### src/twcc_pkg.sv
// ----------------------------------------------------------------------------
// twcc_pkg
// Types, codes and helpers shared by the text window cursor controller.
// ----------------------------------------------------------------------------
package twcc_pkg;

    localparam int ACTION_W = 2;
    localparam int CHAR_W   = 8;
    localparam int COLOR_W  = 32;
    localparam int CMD_W    = 2;
    localparam int COORD_W  = 13;
    localparam int EDGE_W   = 12;
    localparam int ZOOM_W   = 4;
    localparam int CFG_IDX_W  = 3;
    localparam int CFG_DATA_W = 12;

    // signed working width for cursor sums; covers 8191 plus two cells of 32 * 15
    localparam int CALC_W = 16;

    localparam int GLYPH_WIDTH_DEF  = 8;
    localparam int GLYPH_HEIGHT_DEF = 8;

    localparam int QUEUE_DEPTH = 4;
    localparam int QPTR_W      = $clog2(QUEUE_DEPTH);

    localparam logic [ACTION_W-1:0] ACT_PUT   = 2'd0;
    localparam logic [ACTION_W-1:0] ACT_HOME  = 2'd1;
    localparam logic [ACTION_W-1:0] ACT_CLEAR = 2'd2;

    localparam logic [CHAR_W-1:0] CH_RETURN    = 8'd13;
    localparam logic [CHAR_W-1:0] CH_LINEFEED  = 8'd10;
    localparam logic [CHAR_W-1:0] CH_BACKSPACE = 8'd8;

    localparam logic [CMD_W-1:0] CMD_DRAW  = 2'd0;
    localparam logic [CMD_W-1:0] CMD_ERASE = 2'd1;
    localparam logic [CMD_W-1:0] CMD_CLEAR = 2'd2;

    localparam logic [CFG_IDX_W-1:0] CFG_LEFT   = 3'd0;
    localparam logic [CFG_IDX_W-1:0] CFG_TOP    = 3'd1;
    localparam logic [CFG_IDX_W-1:0] CFG_RIGHT  = 3'd2;
    localparam logic [CFG_IDX_W-1:0] CFG_BOTTOM = 3'd3;
    localparam logic [CFG_IDX_W-1:0] CFG_ZOOM   = 3'd4;

    localparam logic [EDGE_W-1:0] LEFT_RST   = 12'd0;
    localparam logic [EDGE_W-1:0] TOP_RST    = 12'd0;
    localparam logic [EDGE_W-1:0] RIGHT_RST  = 12'd639;
    localparam logic [EDGE_W-1:0] BOTTOM_RST = 12'd479;
    localparam logic [ZOOM_W-1:0] ZOOM_RST   = 4'd1;

    localparam logic signed [CALC_W-1:0] ONE_S       = 16'sd1;
    localparam logic signed [CALC_W-1:0] ZERO_S      = 16'sd0;
    localparam logic signed [CALC_W-1:0] COORD_MAX_S = 16'sd8191;

    typedef struct packed {
        logic [EDGE_W-1:0] left;
        logic [EDGE_W-1:0] top;
        logic [EDGE_W-1:0] right;
        logic [EDGE_W-1:0] bottom;
        logic [ZOOM_W-1:0] zoom;
    } t_cfg;

    // one classified item: optional draw/erase, optional clear after it
    typedef struct packed {
        logic               has_main;
        logic               is_erase;
        logic [COORD_W-1:0] x;
        logic [COORD_W-1:0] y;
        logic [CHAR_W-1:0]  code;
        logic [COLOR_W-1:0] color;
        logic               has_clear;
    } t_entry;

    typedef struct packed {
        logic [CMD_W-1:0]   command;
        logic [COORD_W-1:0] x_start;
        logic [COORD_W-1:0] y_start;
        logic [COORD_W-1:0] x_end;
        logic [COORD_W-1:0] y_end;
        logic [CHAR_W-1:0]  glyph_code;
        logic [COLOR_W-1:0] glyph_color;
        logic               last;
    } t_result;

    function automatic logic [COORD_W-1:0] sat13(input logic signed [CALC_W-1:0] v);
        logic [COORD_W-1:0] r;
        if (v < ZERO_S) begin
            r = '0;
        end else if (v > COORD_MAX_S) begin
            r = '1;
        end else begin
            r = v[COORD_W-1:0];
        end
        return r;
    endfunction

endpackage

### src/twcc_in_if.sv
// ----------------------------------------------------------------------------
// twcc_in_if
// Action channel: valid/ready with action, character and colour.
// ----------------------------------------------------------------------------
interface twcc_in_if;
    import twcc_pkg::*;

    logic                valid;
    logic                ready;
    logic [ACTION_W-1:0] action;
    logic [CHAR_W-1:0]   char_code;
    logic [COLOR_W-1:0]  char_color;

    modport source (output valid, action, char_code, char_color, input ready);
    modport sink   (input valid, action, char_code, char_color, output ready);
endinterface

### src/twcc_out_if.sv
// ----------------------------------------------------------------------------
// twcc_out_if
// Drawing command channel: valid/ready with one command per beat.
// ----------------------------------------------------------------------------
interface twcc_out_if;
    import twcc_pkg::*;

    logic               valid;
    logic               ready;
    logic [CMD_W-1:0]   command;
    logic [COORD_W-1:0] x_start;
    logic [COORD_W-1:0] y_start;
    logic [COORD_W-1:0] x_end;
    logic [COORD_W-1:0] y_end;
    logic [CHAR_W-1:0]  glyph_code;
    logic [COLOR_W-1:0] glyph_color;
    logic               last;

    modport source (output valid, command, x_start, y_start, x_end, y_end,
                    glyph_code, glyph_color, last, input ready);
    modport sink   (input valid, command, x_start, y_start, x_end, y_end,
                    glyph_code, glyph_color, last, output ready);
endinterface

### src/twcc_front.sv
// ----------------------------------------------------------------------------
// twcc_front
// Accepts actions, updates the cursor and classifies the commands to emit.
// ----------------------------------------------------------------------------
module twcc_front #(
    parameter int GLYPH_WIDTH  = twcc_pkg::GLYPH_WIDTH_DEF,
    parameter int GLYPH_HEIGHT = twcc_pkg::GLYPH_HEIGHT_DEF
) (
    input  logic             i_clk,
    input  logic             i_rst_n,
    input  twcc_pkg::t_cfg   i_cfg,
    twcc_in_if.sink          i_item,
    input  logic             i_queue_full,
    output logic             o_push,
    output twcc_pkg::t_entry o_entry
);
    import twcc_pkg::*;

    logic [COORD_W-1:0] r_cursor_x, r_cursor_y;
    logic [COORD_W-1:0] n_cursor_x, n_cursor_y;
    logic [COORD_W-1:0] home_x, home_y;
    logic signed [CALC_W-1:0] cw, chh, lm, tm, max_x, max_y;
    logic accept;
    t_entry entry;

    assign cw     = CALC_W'(GLYPH_WIDTH * int'(i_cfg.zoom));
    assign chh    = CALC_W'(GLYPH_HEIGHT * int'(i_cfg.zoom));
    assign lm     = CALC_W'(i_cfg.left) + ONE_S;
    assign tm     = CALC_W'(i_cfg.top) + ONE_S;
    assign max_x  = CALC_W'(i_cfg.right) - cw;
    assign max_y  = CALC_W'(i_cfg.bottom) - chh;
    assign home_x = lm[COORD_W-1:0];
    assign home_y = tm[COORD_W-1:0];

    assign i_item.ready = !i_queue_full;
    assign accept       = i_item.valid && !i_queue_full;
    assign o_entry      = entry;
    assign o_push       = accept && (entry.has_main || entry.has_clear);

    always_comb begin
        logic signed [CALC_W-1:0] x;
        logic signed [CALC_W-1:0] y;
        x          = CALC_W'(r_cursor_x);
        y          = CALC_W'(r_cursor_y);
        entry      = '0;
        entry.x    = r_cursor_x;
        entry.y    = r_cursor_y;
        n_cursor_x = r_cursor_x;
        n_cursor_y = r_cursor_y;
        case (i_item.action)
            ACT_HOME: begin
                n_cursor_x = home_x;
                n_cursor_y = home_y;
            end
            ACT_CLEAR: begin
                entry.has_clear = 1'b1;
                n_cursor_x      = home_x;
                n_cursor_y      = home_y;
            end
            ACT_PUT: begin
                case (i_item.char_code)
                    CH_RETURN: begin
                        x = lm;
                    end
                    CH_LINEFEED: begin
                        x = lm;
                        y = y + chh;
                    end
                    CH_BACKSPACE: begin
                        if (x > lm) begin
                            x = x - cw;
                            if (x < ZERO_S) begin
                                x = ZERO_S;
                            end
                            entry.has_main = 1'b1;
                            entry.is_erase = 1'b1;
                            entry.x        = x[COORD_W-1:0];
                        end
                    end
                    default: begin
                        entry.has_main = 1'b1;
                        entry.code     = i_item.char_code;
                        entry.color    = i_item.char_color;
                        x              = x + cw;
                    end
                endcase
                if (x > max_x) begin
                    x = lm;
                    y = y + chh;
                end
                if (y > max_y) begin
                    y               = tm;
                    entry.has_clear = 1'b1;
                end
                n_cursor_x = x[COORD_W-1:0];
                n_cursor_y = y[COORD_W-1:0];
            end
            default: ;
        endcase
    end

    always_ff @(posedge i_clk) begin
        if (!i_rst_n) begin
            r_cursor_x <= COORD_W'(LEFT_RST) + COORD_W'(1);
            r_cursor_y <= COORD_W'(TOP_RST) + COORD_W'(1);
        end else if (accept) begin
            r_cursor_x <= n_cursor_x;
            r_cursor_y <= n_cursor_y;
        end
    end

endmodule

### src/twcc_queue.sv
// ----------------------------------------------------------------------------
// twcc_queue
// Short queue of classified items between front and back.
// ----------------------------------------------------------------------------
module twcc_queue (
    input  logic             i_clk,
    input  logic             i_rst_n,
    input  logic             i_push,
    input  twcc_pkg::t_entry i_push_data,
    input  logic             i_pop,
    output twcc_pkg::t_entry o_head,
    output logic             o_full,
    output logic             o_empty
);
    import twcc_pkg::*;

    t_entry            r_mem [QUEUE_DEPTH];
    logic [QPTR_W-1:0] r_wr_ptr, r_rd_ptr;
    logic [QPTR_W:0]   r_count;

    assign o_head  = r_mem[r_rd_ptr];
    assign o_full  = r_count == (QPTR_W+1)'(QUEUE_DEPTH);
    assign o_empty = r_count == '0;

    always_ff @(posedge i_clk) begin
        if (i_push) begin
            r_mem[r_wr_ptr] <= i_push_data;
        end
    end

    always_ff @(posedge i_clk) begin
        if (!i_rst_n) begin
            r_wr_ptr <= '0;
            r_rd_ptr <= '0;
            r_count  <= '0;
        end else begin
            if (i_push) begin
                r_wr_ptr <= r_wr_ptr + QPTR_W'(1);
            end
            if (i_pop) begin
                r_rd_ptr <= r_rd_ptr + QPTR_W'(1);
            end
            if (i_push && !i_pop) begin
                r_count <= r_count + (QPTR_W+1)'(1);
            end else if (!i_push && i_pop) begin
                r_count <= r_count - (QPTR_W+1)'(1);
            end
        end
    end

endmodule

### src/twcc_back.sv
// ----------------------------------------------------------------------------
// twcc_back
// Expands queued items into drawing command beats through an output register.
// ----------------------------------------------------------------------------
module twcc_back #(
    parameter int GLYPH_WIDTH  = twcc_pkg::GLYPH_WIDTH_DEF,
    parameter int GLYPH_HEIGHT = twcc_pkg::GLYPH_HEIGHT_DEF
) (
    input  logic             i_clk,
    input  logic             i_rst_n,
    input  twcc_pkg::t_cfg   i_cfg,
    input  twcc_pkg::t_entry i_head,
    input  logic             i_empty,
    output logic             o_pop,
    twcc_out_if.source       o_result
);
    import twcc_pkg::*;

    logic    r_valid;
    logic    r_second;
    t_result r_res;
    t_result res;
    logic    load;
    logic    want_main;
    logic signed [CALC_W-1:0] cw, chh, erase_xe, erase_ye;
    logic signed [CALC_W-1:0] clr_xs, clr_ys, clr_xe, clr_ye;

    assign cw       = CALC_W'(GLYPH_WIDTH * int'(i_cfg.zoom));
    assign chh      = CALC_W'(GLYPH_HEIGHT * int'(i_cfg.zoom));
    assign erase_xe = CALC_W'(i_head.x) + cw - ONE_S;
    assign erase_ye = CALC_W'(i_head.y) + chh - ONE_S;
    assign clr_xs   = CALC_W'(i_cfg.left) + ONE_S;
    assign clr_ys   = CALC_W'(i_cfg.top) + ONE_S;
    assign clr_xe   = CALC_W'(i_cfg.right) - ONE_S;
    assign clr_ye   = CALC_W'(i_cfg.bottom) - ONE_S;

    assign want_main = i_head.has_main && !r_second;
    assign load      = !i_empty && (!r_valid || o_result.ready);
    assign o_pop     = load && !(want_main && i_head.has_clear);

    always_comb begin
        res = '0;
        if (want_main) begin
            res.x_start = i_head.x;
            res.y_start = i_head.y;
            res.last    = !i_head.has_clear;
            if (i_head.is_erase) begin
                res.command = CMD_ERASE;
                res.x_end   = sat13(erase_xe);
                res.y_end   = sat13(erase_ye);
            end else begin
                res.command     = CMD_DRAW;
                res.glyph_code  = i_head.code;
                res.glyph_color = i_head.color;
            end
        end else begin
            res.command = CMD_CLEAR;
            res.x_start = sat13(clr_xs);
            res.y_start = sat13(clr_ys);
            res.x_end   = sat13(clr_xe);
            res.y_end   = sat13(clr_ye);
            res.last    = 1'b1;
        end
    end

    always_ff @(posedge i_clk) begin
        if (!i_rst_n) begin
            r_valid  <= 1'b0;
            r_second <= 1'b0;
        end else begin
            if (load) begin
                r_valid  <= 1'b1;
                r_second <= want_main && i_head.has_clear;
            end else if (o_result.ready) begin
                r_valid <= 1'b0;
            end
        end
    end

    always_ff @(posedge i_clk) begin
        if (load) begin
            r_res <= res;
        end
    end

    assign o_result.valid       = r_valid;
    assign o_result.command     = r_res.command;
    assign o_result.x_start     = r_res.x_start;
    assign o_result.y_start     = r_res.y_start;
    assign o_result.x_end       = r_res.x_end;
    assign o_result.y_end       = r_res.y_end;
    assign o_result.glyph_code  = r_res.glyph_code;
    assign o_result.glyph_color = r_res.glyph_color;
    assign o_result.last        = r_res.last;

endmodule

### src/text_window_cursor_control_unit.sv
// ----------------------------------------------------------------------------
// text_window_cursor_control_unit
// Text cursor kept inside a window; actions in, drawing commands out.
// ----------------------------------------------------------------------------
// One action is accepted per clock while the four-entry item queue has room.
// Each action gives zero, one or two command beats (draw or erase, then
// possibly a clear of the window interior); the last beat of an action has
// last set. The output register issues one beat per clock while the sink is
// ready; an accepted action's first beat is loaded from the queue head when the
// register frees. Cells are GLYPH_WIDTH by GLYPH_HEIGHT times the zoom register.
// Registers: 0 left, 1 top, 2 right, 3 bottom, 4 zoom; write them only when
// no beats are outstanding. Register writes do not move the cursor.
module text_window_cursor_control_unit #(
    parameter int GLYPH_WIDTH  = twcc_pkg::GLYPH_WIDTH_DEF,
    parameter int GLYPH_HEIGHT = twcc_pkg::GLYPH_HEIGHT_DEF
) (
    input  logic                                i_clk,
    input  logic                                i_rst_n,
    input  logic                                i_cfg_we,
    input  logic [twcc_pkg::CFG_IDX_W-1:0]      i_cfg_index,
    input  logic [twcc_pkg::CFG_DATA_W-1:0]     i_cfg_data,
    twcc_in_if.sink                             i_item,
    twcc_out_if.source                          o_result
);
    import twcc_pkg::*;

    t_cfg   r_cfg;
    t_entry push_data;
    t_entry head;
    logic   push, pop, full, empty;

    always_ff @(posedge i_clk) begin
        if (!i_rst_n) begin
            r_cfg.left   <= LEFT_RST;
            r_cfg.top    <= TOP_RST;
            r_cfg.right  <= RIGHT_RST;
            r_cfg.bottom <= BOTTOM_RST;
            r_cfg.zoom   <= ZOOM_RST;
        end else if (i_cfg_we) begin
            case (i_cfg_index)
                CFG_LEFT:   r_cfg.left   <= i_cfg_data[EDGE_W-1:0];
                CFG_TOP:    r_cfg.top    <= i_cfg_data[EDGE_W-1:0];
                CFG_RIGHT:  r_cfg.right  <= i_cfg_data[EDGE_W-1:0];
                CFG_BOTTOM: r_cfg.bottom <= i_cfg_data[EDGE_W-1:0];
                CFG_ZOOM:   r_cfg.zoom   <= i_cfg_data[ZOOM_W-1:0];
                default: ;
            endcase
        end
    end

    twcc_front #(
        .GLYPH_WIDTH  (GLYPH_WIDTH),
        .GLYPH_HEIGHT (GLYPH_HEIGHT)
    ) u_front (
        .i_clk        (i_clk),
        .i_rst_n      (i_rst_n),
        .i_cfg        (r_cfg),
        .i_item       (i_item),
        .i_queue_full (full),
        .o_push       (push),
        .o_entry      (push_data)
    );

    twcc_queue u_queue (
        .i_clk       (i_clk),
        .i_rst_n     (i_rst_n),
        .i_push      (push),
        .i_push_data (push_data),
        .i_pop       (pop),
        .o_head      (head),
        .o_full      (full),
        .o_empty     (empty)
    );

    twcc_back #(
        .GLYPH_WIDTH  (GLYPH_WIDTH),
        .GLYPH_HEIGHT (GLYPH_HEIGHT)
    ) u_back (
        .i_clk    (i_clk),
        .i_rst_n  (i_rst_n),
        .i_cfg    (r_cfg),
        .i_head   (head),
        .i_empty  (empty),
        .o_pop    (pop),
        .o_result (o_result)
    );

endmodule
### src/flat_wrapper.sv
// flat-port wrapper written by rule: the top's interface ports become plain ports
module text_window_cursor_control_unit_flat import twcc_pkg::*;
#(
    parameter int GLYPH_WIDTH  = twcc_pkg::GLYPH_WIDTH_DEF,
    parameter int GLYPH_HEIGHT = twcc_pkg::GLYPH_HEIGHT_DEF
)
  (i_clk, i_rst_n, i_cfg_we, i_cfg_index, i_cfg_data, i_item_valid, i_item_action, i_item_char_code, i_item_char_color, i_item_ready, o_result_valid, o_result_command, o_result_x_start, o_result_y_start, o_result_x_end, o_result_y_end, o_result_glyph_code, o_result_glyph_color, o_result_last, o_result_ready);
  twcc_in_if i_item_i ();
  twcc_out_if o_result_i ();
  input  logic i_clk;
  input  logic i_rst_n;
  input  logic i_cfg_we;
  input  logic [twcc_pkg::CFG_IDX_W-1:0] i_cfg_index;
  input  logic [twcc_pkg::CFG_DATA_W-1:0] i_cfg_data;
  input wire logic [$bits(i_item_i.valid)-1:0] i_item_valid;
  input wire logic [$bits(i_item_i.action)-1:0] i_item_action;
  input wire logic [$bits(i_item_i.char_code)-1:0] i_item_char_code;
  input wire logic [$bits(i_item_i.char_color)-1:0] i_item_char_color;
  output wire logic [$bits(i_item_i.ready)-1:0] i_item_ready;
  output wire logic [$bits(o_result_i.valid)-1:0] o_result_valid;
  output wire logic [$bits(o_result_i.command)-1:0] o_result_command;
  output wire logic [$bits(o_result_i.x_start)-1:0] o_result_x_start;
  output wire logic [$bits(o_result_i.y_start)-1:0] o_result_y_start;
  output wire logic [$bits(o_result_i.x_end)-1:0] o_result_x_end;
  output wire logic [$bits(o_result_i.y_end)-1:0] o_result_y_end;
  output wire logic [$bits(o_result_i.glyph_code)-1:0] o_result_glyph_code;
  output wire logic [$bits(o_result_i.glyph_color)-1:0] o_result_glyph_color;
  output wire logic [$bits(o_result_i.last)-1:0] o_result_last;
  input wire logic [$bits(o_result_i.ready)-1:0] o_result_ready;
  assign i_item_i.valid = i_item_valid;
  assign i_item_i.action = i_item_action;
  assign i_item_i.char_code = i_item_char_code;
  assign i_item_i.char_color = i_item_char_color;
  assign i_item_ready = i_item_i.ready;
  assign o_result_valid = o_result_i.valid;
  assign o_result_command = o_result_i.command;
  assign o_result_x_start = o_result_i.x_start;
  assign o_result_y_start = o_result_i.y_start;
  assign o_result_x_end = o_result_i.x_end;
  assign o_result_y_end = o_result_i.y_end;
  assign o_result_glyph_code = o_result_i.glyph_code;
  assign o_result_glyph_color = o_result_i.glyph_color;
  assign o_result_last = o_result_i.last;
  assign o_result_i.ready = o_result_ready;
  text_window_cursor_control_unit #(.GLYPH_WIDTH(GLYPH_WIDTH), .GLYPH_HEIGHT(GLYPH_HEIGHT)) u_core (.i_clk(i_clk), .i_rst_n(i_rst_n), .i_cfg_we(i_cfg_we), .i_cfg_index(i_cfg_index), .i_cfg_data(i_cfg_data), .i_item(i_item_i), .o_result(o_result_i));
endmodule
### config.mk
export PLATFORM = sky130hd
export DESIGN_NAME = text_window_cursor_control_unit_flat
export DESIGN_NICKNAME = d
export VERILOG_FILES = /design/src/twcc_pkg.sv /design/src/twcc_in_if.sv /design/src/twcc_out_if.sv /design/src/twcc_front.sv /design/src/twcc_queue.sv /design/src/twcc_back.sv /design/src/text_window_cursor_control_unit.sv /design/src/flat_wrapper.sv
export SDC_FILE = /design/constraint.sdc
export NUM_CORES = 1
export LEC_CHECK = 0
export ABC_AREA = 1
export BUFFER_PORTS_ARGS = -buffer_cell sky130_fd_sc_hd__buf_4
export CORE_MARGIN = 1
export CORE_UTILIZATION = 50
export DETAILED_ROUTE_END_ITERATION = 10
export PLACE_DENSITY = 0.64
export SLEW_MARGIN = 20
export SYNTH_ARGS = -nofsm -noshare
export SYNTH_HDL_FRONTEND = slang
export SYNTH_HIERARCHICAL = 1
export SYNTH_SLANG_ARGS = --single-unit
export TNS_END_PERCENT = 30
### constraint.sdc
create_clock -name i_clk -period 19.5 [get_ports i_clk]
set_clock_uncertainty 0.2 [all_clocks]
set_input_delay 3.9 -clock i_clk [delete_from_list [all_inputs] [get_ports i_clk]]
set_output_delay 3.9 -clock i_clk [all_outputs]
set_load 0.03 [all_outputs]
### Word-level counts from Yosys, hierarchy flattened

Memory sizes are Yosys's and may differ from the RTL's. A register that Yosys moved wholly into a read port is not among the register bits.
Cells that the tools add are included.
W data, S select, Z words.

| operators by class | value |
|---|---|
| add/subtract/negate cells | 18 |
| $lt $le $gt $ge | 16 |
| equality and inequality tests | 10 |
| mux-type cells | 43 |
| bitwise logic cells | 1 |
| reduce and logical (&&, ||, !) cells | 34 |

Operator list:

| kind | count |
|---|---|
| $mux W13 | 14 |
| $mux W16 | 6 |
| $mux W40 | 2 |
| $add A13 B7 Y14 | 4 |
| $mux W52 | 1 |
| $pmux W13 S2 | 2 |
| $gt A16 B13 Y1 | 2 |
| $gt A16 B14 Y1 const B | 2 |
| $lt A16 B1 Y1 const B | 2 |
| $pmux W16 S2 | 1 |
| $gt A15 B14 Y1 const B | 2 |
| $lt A15 B1 Y1 const B | 2 |
| $mux W15 | 2 |
| $sub A14 B1 Y15 const B | 2 |
| $gt A13 B14 Y1 const B | 2 |
| $mux W14 | 2 |
| $add A12 B1 Y13 const B | 2 |
| $lt A13 B1 Y1 const B | 2 |
| $mux W26 | 1 |
| $sub A12 B1 Y13 const B | 2 |
| $sub A12 B7 Y13 | 2 |
| $eq A8 B4 Y1 const B | 3 |
| $add A16 B8 Y16 | 1 |
| $lt A14 B1 Y1 const B | 1 |
| other kinds (24) | 60 |

| storage, ports and cells | value |
|---|---|
| register bits after elaboration | 182 |
| bits in writable memories | 276 |
| input port bits | 62 |
| output and inout bits | 97 |
| word-level logic and storage cells | 143 |
| memories | 1 |

Memory list:

| name | depth | width | read ports | clocked after Yosys merged registers in | wr ports | line | RTL |
|---|---|---|---|---|---|---|---|
| u_core.u_queue.r_mem | 4 | 69 | 1 | 1 | 1 | twcc_queue.sv:17 | `t_entry r_mem [QUEUE_DEPTH];` |

### Depth between registers and ports, before layout

| logic depth | value |
|---|---|
| word-level depth | 18 |
| depth in mapped cells | 56 |
| depth with buffers taken out | 56 |

### Modules after synthesis

Netlist, hierarchy kept.

Modules (own cells, without submodules):

| module | times used | cells an instance | area each (um2) | seq. area each (um2) |
|---|---|---|---|---|
| twcc_queue | 1 | 725 | 10680.2 | 8468.1 |
| twcc_back | 1 | 866 | 6671.4 | 2892.8 |
| twcc_front | 1 | 917 | 5318.9 | 520.5 |
| text_window_cursor_control_unit | 1 | 292 | 2097.0 | 1041.0 |

### Least setup slack after synthesis

No wires, ideal clock.

| timing | value |
|---|---|
| kind | input -> register |
| start | input port o_result_ready |
| end | register u_core.u_queue.r_count[1] |
| library setup time | 116 ps |
| arrival | 10041 ps |
| data required time | 19184 ps |
| slack | 9143 ps |
| stages | 9 |
| path buffers | 0 |
| cell sequence | inv_1 > a21oi_1 > and2_1 > inv_1 > ha_1 > inv_1 > fa_1 > o21ai_0 > nor2_1 |

| between the ends | value |
|---|---|
| word-level cells in the longest chain between the ends | 6 |
| elaborated cells between the ends (all ways) | 8 |
| classes of those cells | 1 x mux; 7 x reduce/logical |

Ends and longest elaborated chain:

| what | line | RTL |
|---|---|---|
| start, declared | flat_wrapper.sv:29 | `input wire logic [$bits(o_result_i.ready)-1:0] o_result_ready;` |
| $logic_or A1 B1 Y1 * | twcc_back.sv:38 | `assign load = !i_empty && (!r_valid \|\| o_result.ready);` |
| $logic_and A1 B1 Y1 * | twcc_back.sv:38 |  |
| via u_core.u_back.load | twcc_back.sv:23 | `logic load;` |
| $logic_and A1 B1 Y1 * | twcc_back.sv:39 | `assign o_pop = load && !(want_main && i_head.has_clear);` |
| via u_core.pop | text_window_cursor_control_unit.sv:30 | `logic push, pop, full, empty;` |
| $logic_not A1 Y1 | twcc_queue.sv:43 | `if (i_push && !i_pop) begin` |
| $logic_and A1 B1 Y1 | twcc_queue.sv:43 |  |
| $mux W3 / $reduce_bool A2 Y1 (equally long branches) | -- |  |
| end signal, assigned | twcc_queue.sv:44 | `r_count <= r_count + (QPTR_W+1)'(1);` |
| end signal, assigned | twcc_queue.sv:46 | `r_count <= r_count - (QPTR_W+1)'(1);` |
| end, declared | twcc_queue.sv:19 | `logic [QPTR_W:0] r_count;` |

The timed path passes the listed nets; every way through them passes the cells marked *.
A chain may end at the register's enable or synchronous reset.

==> flow_summary.ini <==
[global_routing]
grt_remaining_overflow = 0
grt_pass1_vias = 18732
grt_max_degree = 83
gr-usage-all-layers_pct = 26.2
antenna_found_initial = 0
grt_pass1_wl_mm = 103

[detailed_routing]
dr_total_vias = 19557
viasPerCell = 5.38
drt_iter0_drc = 1615
routed_wl_mm = 66.3
drcViolationCount = 0
first_pass_iters = 6
detail_route.wl_per_cell_um = 18.2
ant_nets = 0

[floorplan]
die_area_um2 = 50400
rows = 81
io_pins = 159
core-area_um2 = 49000
start_util_pct = 50.6
die_w_um = 225
die_h_um = 225

[synthesis]
yosysTopAreaCellShare_pct = 45.0
yosys-top-cells-area = edfxtp_1, nand2_1, dfxtp_1
syn_nets = 2981
ys_top_cells_by_count = nand2_1, nor2_1, edfxtp_1
synth_seq_area_share_pct = 52.2
synth.ff_latch_count = 460
syn_inst = 2800
synth_top_cell_by_area = edfxtp_1
synthFlopType = edfxtp_1
avgSynthCellArea_um2 = 8.85
yosysUniqueCellTypes = 57
syn_area_um2 = 24800
synth-edff-count = 371
synthArstFlopShare_pct = 0
yosys.cell_count.top_type = nand2_1
yosysWarnings = 6

[layout]
drive_gt1_share_pct = 11.3
nNetsFinal = 3115
area_delta_synth_final_pct = 13.2
n_antenna_cell = 0
instances_no_fill = 3638

[cts]
cts_made_buffers = 48
clk_pin_slew_ns = 0.06
holdBufCountCts = 0
cts-htree-levels = 2
clk_path_buf_depth = 3
cts_tree = built
clock-sinks = 460
cts_root_buf = clkbuf_16
postCtsSetupBuffers = 0
cts_resized = 0
insertion_delay_ns = 0.60

[critical_path]
arrival_ns = 10.75
slowest_delay_ns = 0.78
critPathMaxFanout = 56
rr_worst_depth = 46
path_common_cell = nand2_1
criticalPathCategory = primary input to flip-flop
cp.required_ns = 19.51
worstSetupEndpointType = flip-flop
start_kind = primary input
crit_slowest_cell = nor4_4

[timing]
grt_setup_unrepaired = no
fin_ws_ns = 8.76
slew_viol_final = 0
finalHoldViolations = 0
tightestPinTransition_ns = 1.11
finalSetupViolations = 0
fmaxAchievable_ghz = 0.0931
whs_ns = 0.245
fin_setup_tns_ns = 0
maxSlewHeadroom_pct = 25.8
period_share_pct = 55.1
min_period_ns = 10.74

[power_and_ir_drop]
power_leakage_nw = 11.9
sw_frac_of_total_pct = 42.0
ir_drop_v = 0.000104
p_int_mw = 2.40
finalPower_mw = 4.13
pwr-share-clk_pct = 23.0
pwr-share-comb_pct = 44.0
p_sw_mw = 1.73
p_per_area_nw_per_um2 = 147
power_frac_seq_pct = 33.0

[place]
place_worst_setup_slack_ns = 7.97
gp_congestion = 0.913
io_buffer_count = 158
dp_cells = 3548
dp_hpwl_mm = 46.8

[flow_run]
cap_violations = 0

[hold_path]
min_path_type = flip-flop to flip-flop
holdPathStages = 1

[outcome]
run_status = completed
cells by family (layout without fill, tap and decap cells):
logic type	count (synthesis)	in the layout	synth area share, %
compound gates	429	429	9.51
simple gates	1265	1265	21.7
xor+xnor	71	71	2.54
buf+inv	456	630	7.78
fa+ha+maj	119	119	6.28
flops	460	460	52.2
placed cells by master (no fill, tap or decap), drive strengths merged:
master	instances
nand3b	5
nand2	554
clkbuf	63
a31oi	6
nand3	189
a21boi	1
ha	110
o31ai	1
dfxtp	89
buf	174
nor4	6
and2	2
or2	9
xnor2	29
o211ai	4
o21bai	5
a21o	2
nor3b	4
edfxtp	371
a21oi	100
nor3	28
o2111ai	1
o22ai	78
or3	2
clkinv	23
o21ai	224
o32ai	1
bufinv	6
o311ai	1
fa	9
inv	364
nor2	439
a22oi	2
a211oi	3
xor2	42
nand4	27
final timing paths:
check	start	endpoint	slack, ns
worst max-delay path	i_item_char_code[4]	u_core/u_queue/r_mem[3][30]	8.76
worst min-delay path	u_core/u_queue/r_rd_ptr[1]	flip-flop	0.25
worst max register to register	u_core/r_cfg[1]	u_core/u_queue/r_mem[3][30]	11.03
worst min register to register	u_core/u_queue/r_rd_ptr[1]	flip-flop	0.25
layout make-up:
class / instances / area, µm²
fill: 4377 / 20900
sequential: 460 / 12900
clock inverter: 27 / 349
multi-input combinational: 1884 / 9940
clock buffer: 63 / 1310
inverter: 366 / 1380
tap: 664 / 831
timing repair buffer: 174 / 1310
power by group through the flow:
stage	clock network, mW	registers [mW]	logic [mW]
4_1_cts	0.967	1.37	1.82
2_1_floorplan	0	1.58	1.10
6_report	0.950	1.36	1.82
3_5_place_dp	0	1.39	1.81
5_1_grt	1.00	1.38	2.01
3_3_place_gp	0	1.38	1.79
state kept, by name, summed over array words and instances (netlist names), named ones only:
name / count
u_core/u_queue/r_mem: 276
u_core/r_cfg: 52
u_core/u_back/o_result.glyph_color: 32
u_core/u_back/o_result.x_end: 13
u_core/u_back/o_result.x_start: 13
u_core/u_back/o_result.y_end: 13
u_core/u_back/o_result.y_start: 13
u_core/u_front/r_cursor_x: 13
u_core/u_front/r_cursor_y: 13
u_core/u_back/o_result.glyph_code: 8
u_core/u_queue/r_count: 3
u_core/u_back/o_result.command: 2
u_core/u_queue/r_rd_ptr: 2
u_core/u_queue/r_wr_ptr: 2
u_core/u_back/o_result.last: 1
u_core/u_back/o_result.valid: 1
u_core/u_back/r_second: 1
per-layer routing:
| layer | part of all wire (%) | vias up | wire length, µm | global-route usage [%] |
|---|---|---|---|---|
| li1 | - | 9608 | - | - |
| met1 | 45 | 9274 | 29600 | 35.5 |
| met2 | 48 | 586 | 31500 | 43.9 |
| met3 | 5.2 | 89 | 3460 | 3.32 |
| met4 | 2.6 | 0 | 1720 | 7.77 |
| met5 | 0 | - | 0 | 0 |
stage by stage:
step	instance area (µm²)	util (%)
floorplan	24800	-
global placement	26400	53.9
detailed placement	26400	53.9
CTS	28000	57.3
global route	28000	57.3
finish	28000	57.3
critical path: cells and delay by family:
family	cells	cell delay, ns
fa+ha+maj	2	0.61
compound gates	9	1.16
buf+inv	9	1.98
simple gates	18	3.04
Power figures use the tool's default switching activity.
